[src/design/lpps_pkg.sv]
package lpps_pkg;

	// field and register widths
	localparam int unsigned HoldW     = 16;
	localparam int unsigned RelW      = 10;
	localparam int unsigned DtW       = 8;
	localparam int unsigned ModeW     = 3;
	localparam int unsigned CfgIdxW   = 2;
	localparam int unsigned CfgDataW  = 16;

	// register reset values
	localparam logic [HoldW-1:0] HoldLimitRst  = 16'd3000;
	localparam logic [RelW-1:0]  RelStableRst  = 10'd30;

	// register indexes
	localparam logic [CfgIdxW-1:0] CfgIdxHold = 2'd0;
	localparam logic [CfgIdxW-1:0] CfgIdxRel  = 2'd1;

	typedef enum logic [ModeW-1:0] {
		MODE_IDLE     = 3'd0,
		MODE_RUNNING  = 3'd1,
		MODE_SHUTTING = 3'd2,
		MODE_SLEEP    = 3'd3,
		MODE_OFF      = 3'd4
	} mode_t;

	typedef struct packed {
		mode_t            mode;
		logic             was_pressed;
		logic             hold_active;
		logic [HoldW-1:0] hold_elapsed;
		logic             rel_started;
		logic [RelW-1:0]  rel_elapsed;
	} seq_state_t;

	typedef struct packed {
		logic           button_pressed;
		logic           link_ready;
		logic           fade_done;
		logic [DtW-1:0] elapsed_ms;
	} tick_t;

	typedef struct packed {
		mode_t mode;
		logic  poll_enable;
		logic  start_fade;
		logic  prepare_off;
		logic  power_off;
	} result_t;

	typedef struct packed {
		logic [HoldW-1:0] hold_limit_ms;
		logic [RelW-1:0]  release_stable_ms;
	} cfg_t;

endpackage

[src/design/lpps_cfg_regs.sv]
module lpps_cfg_regs (
	input  logic                           clk,
	input  logic                           arst_n,
	input  logic                           cfg_we,
	input  logic [lpps_pkg::CfgIdxW-1:0]   cfg_index,
	input  logic [lpps_pkg::CfgDataW-1:0]  cfg_data,
	output lpps_pkg::cfg_t                 cfg
);

	logic [lpps_pkg::HoldW-1:0] hold_limit_q;
	logic [lpps_pkg::RelW-1:0]  rel_stable_q;

	// register writes; unknown indexes are dropped
	always_ff @(posedge clk or negedge arst_n) begin
		if (!arst_n) begin
			hold_limit_q <= lpps_pkg::HoldLimitRst;
			rel_stable_q <= lpps_pkg::RelStableRst;
		end else if (cfg_we) begin
			case (cfg_index)
				lpps_pkg::CfgIdxHold: hold_limit_q <= cfg_data[lpps_pkg::HoldW-1:0];
				lpps_pkg::CfgIdxRel:  rel_stable_q <= cfg_data[lpps_pkg::RelW-1:0];
				default: ;
			endcase
		end
	end

	assign cfg.hold_limit_ms     = hold_limit_q;
	assign cfg.release_stable_ms = rel_stable_q;

endmodule

[src/design/lpps_step.sv]
module lpps_step (
	input  lpps_pkg::cfg_t       cfg,
	input  lpps_pkg::seq_state_t cur,
	input  lpps_pkg::tick_t      tick,
	output lpps_pkg::seq_state_t nxt,
	output lpps_pkg::result_t    res
);

	logic                       rising;
	logic                       hold_act_upd;
	logic [lpps_pkg::HoldW:0]   hold_sum;
	logic [lpps_pkg::HoldW-1:0] hold_upd;
	logic                       fire;
	logic [lpps_pkg::RelW:0]    rel_sum;
	logic [lpps_pkg::RelW-1:0]  rel_upd;

	// hold timer: restart on rising edge, accumulate while held, saturate
	always_comb begin
		rising   = tick.button_pressed && !cur.was_pressed;
		hold_sum = {1'b0, cur.hold_elapsed} + {{(lpps_pkg::HoldW+1-lpps_pkg::DtW){1'b0}},
			tick.elapsed_ms};
		if (rising) begin
			hold_act_upd = 1'b1;
			hold_upd     = '0;
		end else if (tick.button_pressed && cur.hold_active) begin
			hold_act_upd = 1'b1;
			hold_upd     = hold_sum[lpps_pkg::HoldW] ? '1 : hold_sum[lpps_pkg::HoldW-1:0];
		end else begin
			hold_act_upd = cur.hold_active;
			hold_upd     = cur.hold_elapsed;
		end
		fire = tick.button_pressed && hold_act_upd && (hold_upd >= cfg.hold_limit_ms);
	end

	// release timer sum, saturating
	always_comb begin
		rel_sum = {1'b0, cur.rel_elapsed} + {{(lpps_pkg::RelW+1-lpps_pkg::DtW){1'b0}},
			tick.elapsed_ms};
		rel_upd = rel_sum[lpps_pkg::RelW] ? '1 : rel_sum[lpps_pkg::RelW-1:0];
	end

	// mode sequencing
	always_comb begin
		nxt = cur;
		res = '{mode: lpps_pkg::MODE_OFF, poll_enable: 1'b0, start_fade: 1'b0,
			prepare_off: 1'b0, power_off: 1'b0};
		case (cur.mode)
			lpps_pkg::MODE_IDLE, lpps_pkg::MODE_RUNNING: begin
				nxt.was_pressed  = tick.button_pressed;
				nxt.hold_active  = tick.button_pressed && hold_act_upd;
				nxt.hold_elapsed = tick.button_pressed ? hold_upd : '0;
				if (fire) begin
					nxt.mode       = lpps_pkg::MODE_SHUTTING;
					res.start_fade = 1'b1;
				end else if (cur.mode == lpps_pkg::MODE_IDLE) begin
					if (tick.link_ready) begin
						nxt.mode = lpps_pkg::MODE_RUNNING;
					end
				end else begin
					res.poll_enable = 1'b1;
					if (!tick.link_ready) begin
						nxt.mode = lpps_pkg::MODE_IDLE;
					end
				end
			end
			lpps_pkg::MODE_SHUTTING: begin
				if (tick.fade_done) begin
					nxt.mode        = lpps_pkg::MODE_SLEEP;
					nxt.rel_started = 1'b0;
					nxt.rel_elapsed = '0;
					res.prepare_off = 1'b1;
				end
			end
			lpps_pkg::MODE_SLEEP: begin
				if (tick.button_pressed) begin
					nxt.rel_started = 1'b0;
					nxt.rel_elapsed = '0;
				end else if (!cur.rel_started) begin
					nxt.rel_started = 1'b1;
					nxt.rel_elapsed = '0;
				end else begin
					nxt.rel_elapsed = rel_upd;
					if (rel_upd >= cfg.release_stable_ms) begin
						nxt.mode      = lpps_pkg::MODE_OFF;
						res.power_off = 1'b1;
					end
				end
			end
			default: begin
				// off is terminal; stray codes fold into off
				nxt.mode = lpps_pkg::MODE_OFF;
			end
		endcase
		res.mode = nxt.mode;
	end

endmodule

[src/design/long_press_power_sequencer_unit.sv]
// A transferred tick is captured in the input register, and its result then in the result register.
// Throughput: one tick per cycle while out_stall lets the result register drain; the mode and timer
// registers update from the input register, so back-to-back ticks need no bubbles.
// Reset (arst_n low, asynchronous): mode idle, timers and edge flags cleared,
// hold_limit_ms = 3000, release_stable_ms = 30, both pipeline stages empty.
module long_press_power_sequencer_unit (
	input  logic                                 clk,
	input  logic                                 arst_n,
	// config write port
	input  logic                                 cfg_we,
	input  logic [lpps_pkg::CfgIdxW-1:0]         cfg_index,
	input  logic [lpps_pkg::CfgDataW-1:0]        cfg_data,
	// tick channel
	input  logic                                 in_valid,
	output logic                                 in_stall,
	input  logic                                 button_pressed,
	input  logic                                 link_ready,
	input  logic                                 fade_done,
	input  logic [lpps_pkg::DtW-1:0]             elapsed_ms,
	// result channel
	output logic                                 out_valid,
	input  logic                                 out_stall,
	output logic [lpps_pkg::ModeW-1:0]           mode,
	output logic                                 poll_enable,
	output logic                                 start_fade,
	output logic                                 prepare_off,
	output logic                                 power_off
);

	lpps_pkg::cfg_t       cfg;
	lpps_pkg::seq_state_t state_q;
	lpps_pkg::seq_state_t state_nxt;
	lpps_pkg::tick_t      tick_s1;
	lpps_pkg::result_t    res_nxt;
	lpps_pkg::result_t    res_s2;
	logic                 valid_s1;
	logic                 valid_s2;
	logic                 out_ready;
	logic                 advance;
	logic                 s1_ready;

	lpps_cfg_regs u_cfg (
		.clk       (clk),
		.arst_n    (arst_n),
		.cfg_we    (cfg_we),
		.cfg_index (cfg_index),
		.cfg_data  (cfg_data),
		.cfg       (cfg)
	);

	lpps_step u_step (
		.cfg  (cfg),
		.cur  (state_q),
		.tick (tick_s1),
		.nxt  (state_nxt),
		.res  (res_nxt)
	);

	// flow control: result reg frees when empty or taken this cycle
	assign out_ready = !valid_s2 || !out_stall;
	assign advance   = valid_s1 && out_ready;
	assign s1_ready  = !valid_s1 || out_ready;
	assign in_stall  = !s1_ready;

	// stage valids and sequencer state
	always_ff @(posedge clk or negedge arst_n) begin
		if (!arst_n) begin
			valid_s1 <= 1'b0;
			valid_s2 <= 1'b0;
			state_q  <= '{mode: lpps_pkg::MODE_IDLE, was_pressed: 1'b0, hold_active: 1'b0,
				hold_elapsed: '0, rel_started: 1'b0, rel_elapsed: '0};
		end else begin
			if (s1_ready) begin
				valid_s1 <= in_valid;
			end
			if (out_ready) begin
				valid_s2 <= valid_s1;
			end
			if (advance) begin
				state_q <= state_nxt;
			end
		end
	end

	// payload registers
	always_ff @(posedge clk) begin
		if (in_valid && s1_ready) begin
			tick_s1 <= '{button_pressed: button_pressed, link_ready: link_ready,
				fade_done: fade_done, elapsed_ms: elapsed_ms};
		end
		if (advance) begin
			res_s2 <= res_nxt;
		end
	end

	assign out_valid   = valid_s2;
	assign mode        = res_s2.mode;
	assign poll_enable = res_s2.poll_enable;
	assign start_fade  = res_s2.start_fade;
	assign prepare_off = res_s2.prepare_off;
	assign power_off   = res_s2.power_off;

	// off is terminal
	a_off_sticky: assert property (@(posedge clk) disable iff (!arst_n)
		state_q.mode == lpps_pkg::MODE_OFF |=> state_q.mode == lpps_pkg::MODE_OFF)
		else $error("sequencer left off mode");

	// start_fade and power_off each match the mode they enter
	a_fade_mode: assert property (@(posedge clk) disable iff (!arst_n)
		valid_s2 && res_s2.start_fade |-> res_s2.mode == lpps_pkg::MODE_SHUTTING)
		else $error("start_fade without shutting mode");

	a_poff_mode: assert property (@(posedge clk) disable iff (!arst_n)
		valid_s2 && res_s2.power_off |-> res_s2.mode == lpps_pkg::MODE_OFF)
		else $error("power_off without off mode");

	// at most one pulse per result
	a_one_pulse: assert property (@(posedge clk) disable iff (!arst_n)
		valid_s2 |-> $onehot0({res_s2.start_fade, res_s2.prepare_off, res_s2.power_off}))
		else $error("more than one sequencing pulse");

	// state only moves when a tick transfers into the result register
	a_state_hold: assert property (@(posedge clk) disable iff (!arst_n)
		!advance |=> $stable(state_q))
		else $error("state changed without a tick");

endmodule

[config.mk]
export PLATFORM = sky130hd
export DESIGN_NAME = long_press_power_sequencer_unit
export DESIGN_NICKNAME = d
export VERILOG_FILES = /design/src/design/lpps_pkg.sv /design/src/design/lpps_cfg_regs.sv /design/src/design/lpps_step.sv /design/src/design/long_press_power_sequencer_unit.sv
export SDC_FILE = /design/constraint.sdc
export NUM_CORES = 1
export LEC_CHECK = 0
export ABC_AREA = 1
export BUFFER_PORTS_ARGS = -buffer_cell sky130_fd_sc_hd__buf_4
export CORE_MARGIN = 2
export CORE_UTILIZATION = 30
export CTS_CLUSTER_DIAMETER = 200
export DETAILED_ROUTE_END_ITERATION = 16
export GPL_TIMING_DRIVEN = 0
export HOLD_SLACK_MARGIN = 0.05
export SYNTH_ARGS = -nofsm -noshare
export SYNTH_HDL_FRONTEND = slang
export SYNTH_SLANG_ARGS = --single-unit
[constraint.sdc]
create_clock -name clk -period 4.7 [get_ports clk]
set_clock_uncertainty 0.15 [all_clocks]
set_input_delay 0.705 -clock clk [delete_from_list [all_inputs] [get_ports clk]]
set_output_delay 0.705 -clock clk [all_outputs]
set_load 0.05 [all_outputs]
==> metrics.md <==
| Metric | Value |
|---|---|
| Outcome | `completed` |
| Hold Vio Cnt, Final | `0` |
| Nature of the critical path endpoint | `register` |
| Max-Cap Viols | `0` |
| Layout net count | `approximately 800` |
| Number of global-route vias before repair | `4099` |
| Post-Syn Nets | `728` |
| CTS Hold Buffers Added | `0` |
| Diode count | `0` |
| Design Area, Final | `a little under 6000 um2` |
| FP Rows | `47` |
| Core ar. | `~16000 um2` |
| TritonCTS Buffers | `9` |
| GPL Wtd Cong | `0.809` |
| CP Data Required Time | `4.64 ns` |
| Most common cell in the synthesized netlist | `nand2_1` |
| Post-DP HPWL | `9150 um` |
| Gr usage total | `0.146` |
| CP max-delay cell | `edfxtp_1` |
| Total negative slack | `0 ns` |
| Die ar. | `17800 um2` |
| Clock Latency Late Sink | `0.35 ns` |
| Port bufs | `42` |
| Static leakage | `a little over 3 nW` |
| FF-to-FF Start | `tick_s1[0]` |
| Synth unique cells | `40` |
| Compound-cell area share of the yosys netlist | `0.0988` |
| CP Capture Point | `mode[1]` |
| Post-synth top area cell | `dfrtp_1` |
| Ys flop type | `dfrtp_1` |
| Die W | `133 um` |
| R2r endpoint | `mode[1]` |
| Post-synthesis adder-cell area fraction | `0.113` |
| CP startpoint kind | `register` |
| RSZ-0062 raised after global routing | `false` |
| Routed len/inst | `around 13 um` |
| Period utilisation layout | `0.819` |
| Area contributors post-synth | `dfrtp_1 24%, nand2_1 15%, edfxtp_1 11%, ha_1 10%, inv_1 7.4%` |
| Clock transition at path regs | `about 0.06 ns` |
| Worst R2R Path Depth | `23` |
| CP Cell Sequence | `ha_1 -> fa_1 -> nand2_1 -> nand2_1 -> nand3_2 -> nand2_4 -> nand3_4 -> buf_6 -> nand3_2 -> nand2_1 -> inv_1 -> ha_1 -> nand2_1 -> nand2_1 -> nand2_1 -> nand2_1 -> nor2_1 -> nand2_1 -> nand2_1 -> nand2_1 -> nand2_1 -> nor2_1 -> or2_2` |
| Die Y | `133 um` |
| Critical Path Stages | `23` |
| Synth cell count leaders | `197 x nand2_1, 99 x inv_1, 49 x dfrtp_1, 45 x nand3_1, 42 x ha_1` |
| Root Buffer | `clkbuf_16` |
| Final Critical Period | `3.85 ns` |
| Worst path max stage delay | `about 0.44 ns` |
| Crit path arrival time | `around 3.8 ns` |
| Ratio of cells with drive above 1 in the final layout | `0.130` |
| Drt pass-1 iters | `5` |
| Vias | `4242` |
| Slew @ Worst Pin | `0.794 ns` |
| Initial DRC count | `between 200 and 250` |
| Syn Area/Cell | `approximately 7.7 um2` |
| Pins Over Slew Limit | `0` |
| Largest net degree at the start of global routing | `61` |
| Post-synthesis simple-gate area fraction | `0.285` |
| Grt total ovfl | `0` |
| Max frequency | `around 0.26 GHz` |
| Seq cells post-synth | `78` |
| R2R Setup Slk | `0.85 ns` |
| Crit path max fanout | `10` |
| H-tree Lvls | `3` |
| Number of antenna violations at the first check in global routing | `0` |
| Critical path's most frequent cell | `nand2_1` |
| Ys async rst share | `0.769` |
| Worst hold path class | `in -> async` |
| Family with the most delay on the worst path | `simple AND/OR/NAND/NOR gates` |
| Total wire length | `12000 um` |
| Mux share of post-synthesis cell area | `0` |
| Top Ports | `43` |
| Yosys top cell area share | `0.244` |
| DRC | `0` |
| CTS tree | `built` |
| CTS resizes | `0` |
| Post-Syn Area | `5020 um2` |
| EDFF count, synth | `18` |
| Antenna viol nets, final | `0` |
| First-pass GRT wire length | `just over 20000 um` |
| XOR/XNOR Fraction of Synth Area | `0.00698` |
| CTS Sinks | `78` |
| Kind of critical path | `reg -> reg` |
| Peak supply drop | `between 0.15 and 0.2 mV` |
| Mapped Cells | `650` |
| Final setup fails | `0` |
| Placed inst area | `around 5600 um2` |
| Post-synthesis sequential area ratio | `0.410` |
| CP bufs+invs | `2` |
| Largest family of logic cells by synthesized area | `simple AND/OR/NAND/NOR gates` |
| Relative slew margins | `0.471` |
| Power Density | `299 nW/um2` |
| Area grow syn2layout | `17.6%` |
| Clock Tree Buf Depth | `2` |
| Initial Util | `0.305` |
| CP Launch Point | `tick_s1[0]` |
| Warnings from Yosys | `0` |
| Via density | `4.57` |
| Postcts setup bufs | `0` |
-- power breakdown --
part | total (mW) | internal, mW | switching, mW
clock | 0.703 | 0.423 | 0.279
sequential | 0.782 | 0.756 | 0.0254
combinational | 0.280 | 0.104 | 0.176
total | 1.76 | 1.28 | 0.481
-- layer usage --
| layer | track usage | routed length, um | vias to the layer above |
|---|---|---|---|
| li1 | - | - | 2213 |
| met3 | 0.0335 | 393 | 12 |
| met4 | 0.0502 | 205 | 0 |
| met2 | 0.234 | 5590 | 64 |
| met5 | 0 | 0 | - |
| met1 | 0.196 | 5780 | 1953 |
-- flip-flops by register name, summed over array words and instances (netlist names), 3 cells and up --
| register | cells |
|---|---|
| u_cfg.hold_limit_q | 16 |
| u_cfg.rel_stable_q | 10 |
| mode | 3 |
| state_q | 32 |
| tick_s1 | 11 |
-- metrics by stage --
stage	cells	util	power (mW)	hold WS [ns]	setup slack, ns
3_3_place_gp	912	0.341	1.07	0.309	0.858
3_5_place_dp	912	0.341	1.08	0.327	0.841
2_1_floorplan	650	-	0.982	0.259	1.44
5_1_grt	928	0.358	1.87	0.353	0.553
4_1_cts	928	0.358	1.79	0.330	0.821
6_report	928	0.358	1.76	0.287	0.850
-- layout make-up --
cell class	count	area, um2
buffer	12	61.3
clock buffer	12	246
clock inverter	4	46.3
fill	1785	10600
inverter	100	375
multi-input combinational	460	2520
sequential	78	2060
tap	220	275
timing repair buffer	42	315
-- cells by family (layout without fill, tap and decap cells) --
| kind of cell | count (synthesis) | after routing |
|---|---|---|
| adder cells (fa/ha/maj) | 44 | 44 |
| XOR/XNOR | 4 | 4 |
| buffers and inverters | 112 | 170 |
| flip-flops | 78 | 78 |
| AND/OR/NAND/NOR | 322 | 322 |
| AO/OA/AOI/OAI | 90 | 90 |
-- worst min path at each step --
stage	from	endpoint	slack, ns	depth (start not counted)
floorplan	arst_n	out_valid	0.26	0
global placement	valid_s1	out_valid	0.31	2
detailed placement	valid_s1	out_valid	0.33	2
CTS	arst_n	state_q[21]	0.33	1
global route	u_cfg.hold_limit_q[11]	u_cfg.hold_limit_q[11]	0.35	2
finish	arst_n	state_q[21]	0.29	1
-- cells in the final DEF (no fill, tap or decap), types with 3 or more instances in the layout --
cell type and count:
dfrtp_1 49, dfstp_2 11, nand3b_1 4, nand3_1 45, a31oi_1 4, ha_1 42
clkbuf_1 9, edfxtp_1 18, nand3_2 5, nand2_1 197, nor2_1 41, nor3_1 3
or2_2 5, nand4_1 13, a21oi_1 33, clkbuf_16 9, buf_4 44, o21ai_0 40
inv_1 99
Power figures use the tool's default switching activity.
